## config.mk

```make
export PLATFORM = sky130hd
export DESIGN_NAME = uart_tx_rx_ring_buffers_unit
export DESIGN_NICKNAME = d
export VERILOG_FILES = /design/src/sv/utrb_pkg.sv /design/src/sv/uart_tx_rx_ring_buffers_unit.sv
export SDC_FILE = /design/constraint.sdc
export NUM_CORES = 1
export LEC_CHECK = 0
export ABC_AREA = 1
export BUFFER_PORTS_ARGS = -buffer_cell sky130_fd_sc_hd__buf_2
export CAP_MARGIN = 10
export CORE_MARGIN = 2
export CORE_UTILIZATION = 41
export DETAILED_ROUTE_END_ITERATION = 12
export SYNTH_ARGS = -nofsm -noshare
export SYNTH_HDL_FRONTEND = slang
export SYNTH_SLANG_ARGS = --single-unit
```

## constraint.sdc

```tcl
create_clock -name clk -period 5.9 [get_ports clk]
set_input_delay 1.77 -clock clk [delete_from_list [all_inputs] [get_ports clk]]
set_output_delay 1.77 -clock clk [all_outputs]
set_load 0.005 [all_outputs]
```

## src/sv/utrb_pkg.sv

```systemverilog
package utrb_pkg;

  localparam int DATA_W      = 8;
  localparam int FUNC_W      = 2;
  localparam int OUT_TDATA_W = 16;

  localparam int OUT_VALID_BIT   = DATA_W;
  localparam int OUT_START_BIT   = DATA_W + 1;
  localparam int OUT_RUNNING_BIT = DATA_W + 2;
  localparam int OUT_PAD_W       = OUT_TDATA_W - DATA_W - 3;

  typedef enum logic [FUNC_W-1:0] {
    FUNC_TX_PUSH  = 2'd0,
    FUNC_RX_PUSH  = 2'd1,
    FUNC_TX_READY = 2'd2,
    FUNC_RX_POP   = 2'd3
  } func_t;

  typedef logic [DATA_W-1:0] byte_t;

endpackage

```

## src/sv/uart_tx_rx_ring_buffers_unit.sv

```systemverilog
// channel  direction  tdata (low bit up)                             tuser
// in_      slave      data[7:0]                                      func[1:0]
// out_     master     out_byte[7:0] out_valid start_pulse tx_running  -
//                     and five zero bits
//
// one transaction per cycle unless stalled; results show the cycle after accept
// each ring is a memory with at most one write and one registered read per accept
// rst_n clears the ring positions, the running flag and out_tvalid;
// ring contents stay undefined until written
// a stalled result holds; input is taken when the result slot is free or emptying
module uart_tx_rx_ring_buffers_unit #(
  parameter int TX_DEPTH = 64,
  parameter int RX_DEPTH = 64
) (
  input  logic                                clk,
  input  logic                                rst_n,
  input  logic                                in_tvalid,
  output logic                                in_tready,
  input  logic [utrb_pkg::DATA_W-1:0]         in_tdata,   // data[7:0]
  input  logic [utrb_pkg::FUNC_W-1:0]         in_tuser,   // func[1:0]
  output logic                                out_tvalid,
  input  logic                                out_tready,
  // out_byte[7:0], out_valid[8], start_pulse[9], tx_running[10], zero[15:11]
  output logic [utrb_pkg::OUT_TDATA_W-1:0]    out_tdata
);

  localparam int TX_AW = $clog2(TX_DEPTH);
  localparam int RX_AW = $clog2(RX_DEPTH);
  localparam logic [TX_AW-1:0] TX_LAST = TX_AW'(TX_DEPTH - 1);
  localparam logic [RX_AW-1:0] RX_LAST = RX_AW'(RX_DEPTH - 1);

  utrb_pkg::byte_t tx_mem [TX_DEPTH];
  utrb_pkg::byte_t rx_mem [RX_DEPTH];
  utrb_pkg::byte_t tx_q_r;
  utrb_pkg::byte_t rx_q_r;

  logic [TX_AW-1:0] tx_wr_r, tx_wr_nxt, tx_rd_r, tx_rd_nxt;
  logic [RX_AW-1:0] rx_wr_r, rx_wr_nxt, rx_rd_r, rx_rd_nxt;
  logic             running_r, running_nxt;
  logic             out_tvalid_r;
  logic             res_valid_r, res_valid_nxt;
  logic             start_r, start_nxt;
  logic             sel_rx_r;

  logic             accept;
  utrb_pkg::func_t  func;
  logic             tx_empty, rx_empty;

  assign in_tready = !out_tvalid_r || out_tready;
  assign accept    = in_tvalid && in_tready;
  assign func      = utrb_pkg::func_t'(in_tuser);
  assign tx_empty  = (tx_wr_r == tx_rd_r);
  assign rx_empty  = (rx_wr_r == rx_rd_r);

  always_comb begin
    tx_wr_nxt     = tx_wr_r;
    tx_rd_nxt     = tx_rd_r;
    rx_wr_nxt     = rx_wr_r;
    rx_rd_nxt     = rx_rd_r;
    running_nxt   = running_r;
    res_valid_nxt = 1'b0;
    start_nxt     = 1'b0;
    unique case (func)
      utrb_pkg::FUNC_TX_PUSH: begin
        tx_wr_nxt   = (tx_wr_r == TX_LAST) ? '0 : tx_wr_r + TX_AW'(1);
        running_nxt = 1'b1;
        start_nxt   = !running_r;
      end
      utrb_pkg::FUNC_RX_PUSH: begin
        rx_wr_nxt = (rx_wr_r == RX_LAST) ? '0 : rx_wr_r + RX_AW'(1);
      end
      utrb_pkg::FUNC_TX_READY: begin
        if (tx_empty) begin
          running_nxt = 1'b0;
        end else begin
          res_valid_nxt = 1'b1;
          tx_rd_nxt     = (tx_rd_r == TX_LAST) ? '0 : tx_rd_r + TX_AW'(1);
        end
      end
      utrb_pkg::FUNC_RX_POP: begin
        if (!rx_empty) begin
          res_valid_nxt = 1'b1;
          rx_rd_nxt     = (rx_rd_r == RX_LAST) ? '0 : rx_rd_r + RX_AW'(1);
        end
      end
      default: begin
      end
    endcase
  end

  always_ff @(posedge clk) begin
    if (!rst_n) begin
      tx_wr_r      <= '0;
      tx_rd_r      <= '0;
      rx_wr_r      <= '0;
      rx_rd_r      <= '0;
      running_r    <= 1'b0;
      out_tvalid_r <= 1'b0;
    end else begin
      if (accept) begin
        tx_wr_r   <= tx_wr_nxt;
        tx_rd_r   <= tx_rd_nxt;
        rx_wr_r   <= rx_wr_nxt;
        rx_rd_r   <= rx_rd_nxt;
        running_r <= running_nxt;
      end
      if (accept) begin
        out_tvalid_r <= 1'b1;
      end else if (out_tready) begin
        out_tvalid_r <= 1'b0;
      end
    end
  end

  always_ff @(posedge clk) begin
    if (accept) begin
      res_valid_r <= res_valid_nxt;
      start_r     <= start_nxt;
      sel_rx_r    <= (func == utrb_pkg::FUNC_RX_POP);
    end
  end

  // tx ring storage
  always_ff @(posedge clk) begin
    if (accept && func == utrb_pkg::FUNC_TX_PUSH) begin
      tx_mem[tx_wr_r] <= in_tdata;
    end
    if (accept) begin
      tx_q_r <= tx_mem[tx_rd_r];
    end
  end

  // rx ring storage
  always_ff @(posedge clk) begin
    if (accept && func == utrb_pkg::FUNC_RX_PUSH) begin
      rx_mem[rx_wr_r] <= in_tdata;
    end
    if (accept) begin
      rx_q_r <= rx_mem[rx_rd_r];
    end
  end

  assign out_tvalid = out_tvalid_r;
  assign out_tdata  = {{utrb_pkg::OUT_PAD_W{1'b0}}, running_r, start_r, res_valid_r,
                       res_valid_r ? (sel_rx_r ? rx_q_r : tx_q_r) : utrb_pkg::byte_t'(0)};

endmodule

```

Word level (Yosys, flattened, before mapping):

Memory sizes are Yosys's and may differ from the RTL's. A register that Yosys moved wholly into a read port is not among the register bits.
Cells that the tools add are included.

* memories kept: 2
* bits of input ports: 14
* register bits: 29
* bits in writable memories: 1024

Memories
* rx_mem: words 64, bits a word 8, read ports 1, clocked after Yosys merged registers in 1, write ports 1, line uart_tx_rx_ring_buffers_unit.sv:33 `utrb_pkg::byte_t rx_mem [RX_DEPTH];`
* tx_mem: words 64, bits a word 8, read ports 1, clocked after Yosys merged registers in 1, write ports 1, line uart_tx_rx_ring_buffers_unit.sv:32 `utrb_pkg::byte_t tx_mem [TX_DEPTH];`

* add/sub/neg operators: 4
* bitwise operators: 2
* reductions and logical operators: 14
* eq/ne operators: 10
* muxes and demuxes: 17

Operator list (count)
* 6-bit by 1-bit adder with 6-bit output, second input constant: 4
* 6-bit == test, second input constant: 4
* 6-bit two-way mux: 4
* 8-bit two-way mux: 2
* 6-bit == test: 2
* 1-bit two-way mux: 9
* 3-bit AND reduction: 3
* 2-bit == test, second input constant: 2
* 1-bit case mux with 2 select lines: 2
* 2-bit AND reduction: 2
* 2-bit nonzero test: 2
* 1-bit logical AND: 3
* 2-bit by 1-bit == test with 1-bit output, second input constant: 1
* 1-bit logical NOT: 2
* 2-bit logical NOT: 1
* 2-bit != test, second input constant: 1
* 1-bit inverter: 2
* 1-bit logical OR: 1

Depth between registers and ports, before layout:

Gate-level depths: netlist (run 1).

* depth in word-level cells: 6
* depth in mapped cells: 15
* mapped depth without buffers: 12

Worst setup path before layout (run 1):

No wires, ideal clock.

* path kind: input port to output port
* from: input port out_tready
* to: output port in_tready
* slack: 2.256 ns
* required time: 4.130 ns
* arrival: 1.874 ns
* cell stages on the path: 2
* path through: inv_1 > nand2_2

* cells in the longest elaborated chain, start to end: 1

Ends and longest elaborated chain
* start, declared: line uart_tx_rx_ring_buffers_unit.sv:22 `input logic out_tready,`
* 1-bit logical OR: line uart_tx_rx_ring_buffers_unit.sv:49 `assign in_tready = !out_tvalid_r || out_tready;`
* end, declared: line uart_tx_rx_ring_buffers_unit.sv:18 `output logic in_tready,`

No other way between the ends.

Worst setup path after layout (run 1):

* from: input port out_tready
* to: memory tx_mem[30][1] (netlist name), enable pin

* cells in the longest elaborated chain, start to end: 5

Ends and longest elaborated chain
* 1-bit logical OR: line uart_tx_rx_ring_buffers_unit.sv:49
* 1-bit logical AND: line uart_tx_rx_ring_buffers_unit.sv:50 `assign accept = in_tvalid && in_tready;`
* 1-bit logical AND: line uart_tx_rx_ring_buffers_unit.sv:125 `if (accept && func == utrb_pkg::FUNC_TX_PUSH) begin`
* 1-bit two-way mux: line uart_tx_rx_ring_buffers_unit.sv:125
* 1-bit two-way mux (implied by the code): line uart_tx_rx_ring_buffers_unit.sv:126 `tx_mem[tx_wr_r] <= in_tdata;`
* end, declared: line uart_tx_rx_ring_buffers_unit.sv:32

No other way between the ends.

==> out/results.tsv, run 1 <==
stage	metric	value	unit
route	drc	0	
hold_path	hold_crit_path_type	reg -> reg	
worst_setup_path	critical_path.top_delay_family	simple AND/OR/NAND/NOR gates	
timing	finalCritPeriodShare	0.667	
layout	n_fill_cell	10500	
placed_design	place_hpwl	70100	um
layout	highest_count_cells_in_the_layout_ignoring_fill_and_taps	1372 x sky130_fd_sc_hd__nand2_1, 1043 x sky130_fd_sc_hd__edfxtp_1, 507 x sky130_fd_sc_hd__nand3_1	
floorplanning	row_count	123	
timing	max_freq	254	MHz
clock_tree	cts_hold_repair.buffers	0	
placed_design	placed_area	47300	sq um
synthesis	post_synth_num_cell_types	33	
power_and_ir_drop	leak_pwr	19.8	nW
synthesis	ys_seq_elements	1069	
grt	globalRouteOverflowTotal	0	
synthesis	synthCells	4454	
grt	grt_first_pass_wirelength	177000	um
layout	layout.nets	4435	
route	drt-vias-per-instance	5.09	
timing	setup_violations	0	
worst_setup_path	timing.setup.critical_path_class	in -> reg	
timing	timing_hold_violations_final	0	
placed_design	place.gp.congestion	0.865	
clock_tree	cts.reportedPaths.clkPinSlew	70	ps
floorplanning	die_x	339	um
worst_setup_path	data_arrival_time_of_the_critical_path	4230	ps
synthesis	yosysWarningCount	0	
layout	layout_commonest_cell	sky130_fd_sc_hd__nand2_1	
worst_setup_path	end_kind	flip-flop	
timing	timing.final.ws_setup	1970	ps
clock_tree	clkLatencyLatePin	680	ps
timing	max_slew_violation_count	0	
layout	areaGrowthSynthToFinish	10.1	%
run	cap_viol_max_count	0	
clock_tree	ctsRootBufferMaster	sky130_fd_sc_hd__clkbuf_16	
placed_design	post-place-ws	1330	ps
layout	finish.cell_count_without_fillers	6007	
floorplanning	core_region_area	112000	sq um
clock_tree	cts_tree	yes	
power_and_ir_drop	ir_worst_vdd	244	uV
worst_setup_path	worst_path_most_repeated_cell	sky130_fd_sc_hd__nand2_2	
worst_setup_path	max_stage_delay	840	ps
floorplanning	initial_core_util	0.412	
floorplanning	fp.dieArea	115000	sq um
clock_tree	ctsLongestPathBuffers	3	
grt	initial_antenna_violation_count	3	
route	ant_nets	0	
timing	relative_max_transition_margin	0.233	
grt	grt_usage	0.202	
floorplanning	fp.dieH	339	um
synthesis	average_instance_area_after_synthesis	10.4	sq um
worst_setup_path	worst_ep_required_time	6190	ps
route	drt-total-wl	119000	um
timing	fin_worst_skew	23.7	ps
floorplanning	design.portCount	32	
grt	grt_max_degree	129	
layout	fin_area	50800	sq um
worst_setup_path	worst-path-buf-inv	2	
timing	finalCriticalPeriod	3930	ps
route	drtIter0Drc	3436	
timing	finalSetupTns	0	ps
worst_setup_path	path_max_fanout	8	
worst_setup_path	cp_slowest_cell	sky130_fd_sc_hd__nor2_1	
clock_tree	cts-buffers-inserted	107	
route	detailedRoute.firstPassIterationCount	5	
synthesis	synth_area	46100	sq um
power_and_ir_drop	power_density	304	nW/um^2
synthesis	ys_seq_area_frac	0.690	
clock_tree	cts_resized	0	
grt	vias_in_the_first_global_route	28900	
route	via_count	30600	
route	post_drt_wl_per_cell	19.8	um
clock_tree	cts_post_setup_buffers_inserted	0	
layout	drive_above_1_share	0.0593	
clock_tree	h-tree-depth	3	
clock_tree	cts.sink_count	1069	
worst_setup_path	startpoint_type	input port	
placed_design	port_buffers	26	
placed_design	dp_cells	5808	
timing	grt_setup_unrepaired	false	
timing	worst-slew-pin-transition	1150	ps
worst_setup_path	crit_path_cell_trace	buf_2 -> inv_1 -> nand2_2 -> nand2_2 -> nor2_2 -> nand2_2 -> nor2_2 -> nand3_1 -> nor2_1	
status	status	finished clean	
## final cells by class
cell class,instances,area [sq um],share of cell area
Antenna cell,1,2.50,0.0000493
Tap cell,1500,1880,0.0370
Multi-Input combinational cell,2650,11100,0.218
Clock buffer,135,2840,0.0558
Clock inverter,63,613,0.0121
Timing Repair Buffer,73,567,0.0112
Inverter,516,1950,0.0384
Sequential cell,1069,31900,0.627
## synthesized netlist by cell type, drive strengths merged
cell type	number	area (sq um)
xor2	5	43.8
or2	12	75.1
conb	1	3.75
clkinv	1	3.75
a21oi	55	275
dfxtp	26	521
edfxtp	1043	31300
ha	4	50.1
o21ai	165	826
inv	515	1940
nand3	513	2600
nor4	1	6.26
and3	2	12.5
nor3	9	55.1
o21a	1	7.51
nand4	12	75.1
nor2	489	1870
clkbuf	56	211
o31ai	1	7.51
buf	167	1050
nand2	1376	5170
## layer usage
layer,track usage,wire (um),vias to the layer above,part of all wire
met5,0,27,-,0.00023
met4,0.0587,2770,4,0.023
met3,0.0265,8820,182,0.074
met2,0.317,54400,1115,0.46
met1,0.294,52900,14700,0.44
li1,-,-,14500,-
## worst paths after layout
path                                              start                      end  slack (ps)  cells past startpoint
worst min register to register  out_tvalid$_SDFFE_PN0P_  out_tvalid$_SDFFE_PN0P_         520                      2
worst max-delay path                         out_tready  tx_mem[30][1]$_DFFE_PP_        1970                      9
worst min-delay path            out_tvalid$_SDFFE_PN0P_  out_tvalid$_SDFFE_PN0P_         520                      2
worst max register to register  tx_rd_r[0]$_SDFFE_PN0P_      tx_q_r[4]$_DFFE_PP_        2440                     10
## through the flow
stage               utilization  total power, mW  hold WS, ps
finish                    0.453             15.5          516
global route              0.453             15.9          546
CTS                       0.453             15.6          525
detailed placement        0.423             8.91          513
global placement          0.423             8.90          497
floorplan                     -             8.67          453
## where the power goes
part | switching [mW] | leakage [nW] | internal, mW
registers | 0.0169 | 9.60 | 8.34
clock network | 2.81 | 1.68 | 3.91
logic | 0.315 | 8.53 | 0.0694
## worst reg2reg max path: stages, from the launching register on
cell and delay, ps:
sky130_fd_sc_hd__dfxtp_4 850, sky130_fd_sc_hd__inv_6 450, sky130_fd_sc_hd__buf_4 760, sky130_fd_sc_hd__nand2_1 230
sky130_fd_sc_hd__nand3_1 80, sky130_fd_sc_hd__nand3_1 160, sky130_fd_sc_hd__nand2_1 60, sky130_fd_sc_hd__a21oi_1 250
sky130_fd_sc_hd__nand2_1 180, sky130_fd_sc_hd__nand3_1 100, sky130_fd_sc_hd__nand2_1 80
## flip-flops by register name, summed over array words and instances (netlist names), 6 cells and up
register / flops
rx_mem: 512
tx_mem: 512
rx_q_r: 8
tx_q_r: 8
rx_rd_r: 6
rx_wr_r: 6
tx_rd_r: 6
tx_wr_r: 6
## cells by family (layout without fill, tap and decap cells)
family / Yosys count / in the layout / share of synthesized area
and+or+nand+nor: 2414 / 2414 / 0.214
DFF: 1069 / 1069 / 0.690
buffers and inverters: 739 / 787 / 0.0695
AOI/OAI and AO/OA: 222 / 222 / 0.0242
xor gates and xnor gates: 5 / 5 / 0.000949
adders and majority gates: 4 / 4 / 0.00109
other: 1 / 6 / 0.0000813
(Power assumes the default switching activity.)
==> run 2: changes to the inputs <==
==> constraint.sdc (replaced) <==
create_clock -name clk -period 3.9 [get_ports clk]
set_input_delay 1.17 -clock clk [delete_from_list [all_inputs] [get_ports clk]]
set_output_delay 1.17 -clock clk [all_outputs]
set_load 0.005 [all_outputs]
==> out/results.tsv, run 2 (synthesized netlist as in run 1, its figures left out) <==
stage	metric	value	unit
placed_design	place.gp.congestion	0.876	
route	via_count	30900	
route	post_drt_wl_per_cell	19.4	um
floorplanning	initial_core_util	0.412	
layout	insertedDiodeCount	0	
clock_tree	cts.sink_count	1069	
grt	initial_antenna_violation_count	4	
worst_setup_path	worst_ep_required_time	2730	ps
grt	globalRouteOverflowTotal	0	
layout	areaGrowthSynthToFinish	12.2	%
timing	relative_max_transition_margin	0.373	
worst_setup_path	max_stage_delay	480	ps
floorplanning	fp.dieH	339	um
timing	finalCriticalPeriod	3120	ps
worst_setup_path	timing.setup.critical_path_class	reg -> out	
floorplanning	row_count	123	
clock_tree	cts-buffers-inserted	110	
power_and_ir_drop	leak_pwr	20.5	nW
route	ant_nets	0	
worst_setup_path	data_arrival_time_of_the_critical_path	1950	ps
route	drtIter0Drc	3119	
timing	grt_setup_unrepaired	false	
status	status	finished clean	
grt	grt_usage	0.203	
timing	fin_worst_skew	33.1	ps
run	cap_viol_max_count	0	
grt	grt_max_degree	153	
layout	highest_count_cells_in_the_layout_ignoring_fill_and_taps	1372 x sky130_fd_sc_hd__nand2_1, 1043 x sky130_fd_sc_hd__edfxtp_1, 507 x sky130_fd_sc_hd__nand3_1	
timing	finalSetupTns	0	ps
worst_setup_path	path_max_fanout	9	
worst_setup_path	critical_path.top_delay_family	flip-flops	
route	drt-total-wl	119000	um
placed_design	place_hpwl	72900	um
timing	setup_violations	0	
route	drc	0	
worst_setup_path	cp_slowest_cell	sky130_fd_sc_hd__edfxtp_1	
floorplanning	core_region_area	112000	sq um
grt	vias_in_the_first_global_route	29900	
grt	grt_first_pass_wirelength	179000	um
clock_tree	clkLatencyLatePin	690	ps
worst_setup_path	worst-path-buf-inv	2	
timing	worst-slew-pin-transition	939	ps
timing	max_slew_violation_count	0	
worst_setup_path	crit_path_cell_trace	inv_1 -> nor2_1 -> nor2_1 -> buf_2	
layout	layout.nets	4555	
layout	layout_commonest_cell	sky130_fd_sc_hd__nand2_1	
placed_design	port_buffers	26	
clock_tree	ctsLongestPathBuffers	3	
floorplanning	fp.dieArea	115000	sq um
timing	finalCritPeriodShare	0.801	
clock_tree	cts_hold_repair.buffers	0	
timing	timing_hold_violations_final	0	
layout	biggestRegsByFlops	rx_mem: 512 flops, tx_mem: 512 flops	
clock_tree	cts_resized	0	
clock_tree	h-tree-depth	3	
route	detailedRoute.firstPassIterationCount	5	
floorplanning	die_x	339	um
power_and_ir_drop	ir_worst_vdd	418	uV
clock_tree	cts_tree	yes	
timing	fin_worst_hold_slack	498	ps
clock_tree	cts_post_setup_buffers_inserted	0	
route	drt-vias-per-instance	5.05	
timing	max_freq	320	MHz
floorplanning	design.portCount	32	
clock_tree	cts.reportedPaths.clkPinSlew	60	ps
clock_tree	ctsRootBufferMaster	sky130_fd_sc_hd__clkbuf_16	
layout	n_fill_cell	10400	
worst_setup_path	startpoint_type	flip-flop	
layout	drive_above_1_share	0.0841	
worst_setup_path	end_kind	primary output	
worst_setup_path	worst_path_most_repeated_cell	sky130_fd_sc_hd__nor2_1	
power_and_ir_drop	power_density	450	nW/um^2
hold_path	hold_crit_path_type	reg -> reg	
==> run 2: final cells by class <==
| type | instances | area [sq um] | area share |
|---|---|---|---|
| sequential | 1069 | 31900 | 0.615 |
| multi-input combinational | 2650 | 11100 | 0.214 |
| clock buffer | 143 | 2960 | 0.0572 |
| inverter | 516 | 1950 | 0.0377 |
| tap | 1500 | 1880 | 0.0363 |
| timing repair buffer | 190 | 1580 | 0.0306 |
| clock inverter | 57 | 444 | 0.00858 |
==> run 2: final timing paths <==
path	from	to	slack (ps)	depth (start not counted)
worst min register to register	rx_rd_r[2]$_SDFFE_PN0P_	rx_rd_r[2]$_SDFFE_PN0P_	500	2
worst min-delay path	rx_rd_r[2]$_SDFFE_PN0P_	rx_rd_r[2]$_SDFFE_PN0P_	500	2
worst max-delay path	sel_rx_r$_DFFE_PP_	out_tdata[7]	780	4
worst max register to register	tx_rd_r[1]$_SDFFE_PN0P_	tx_q_r[1]$_DFFE_PP_	1100	12
==> run 2: per-layer routing <==
metal	track usage	routed length [um]	vias to the layer above
met5	0	39	-
met4	0.0576	2770	6
met3	0.0299	8160	192
met2	0.320	54500	1096
met1	0.292	53500	14900
li1	-	-	14800
==> run 2: report_power, final <==
| part | total [mW] | internal, mW | switching, mW |
|---|---|---|---|
| logic | 0.608 | 0.125 | 0.483 |
| clock network | 10.1 | 5.72 | 4.35 |
| registers | 12.6 | 12.6 | 0.0175 |
==> run 2: worst min-delay path, stage by stage (launching register included) <==
cell and delay, ps:
sky130_fd_sc_hd__dfxtp_1 330, sky130_fd_sc_hd__nand2_1 70, sky130_fd_sc_hd__a21oi_1 50
==> run 2: metrics by stage <==
step                 util  std cells  setup WS [ps]  total power [mW]  cell area, sq um
floorplan               -       4458            896              13.1             46100
global placement    0.432       5925            406              13.5             48400
detailed placement  0.432       5925            360              13.5             48400
CTS                 0.462       6125            802              23.4             51800
global route        0.462       6125            686              23.9             51800
finish              0.462       6125            776              23.3             51800
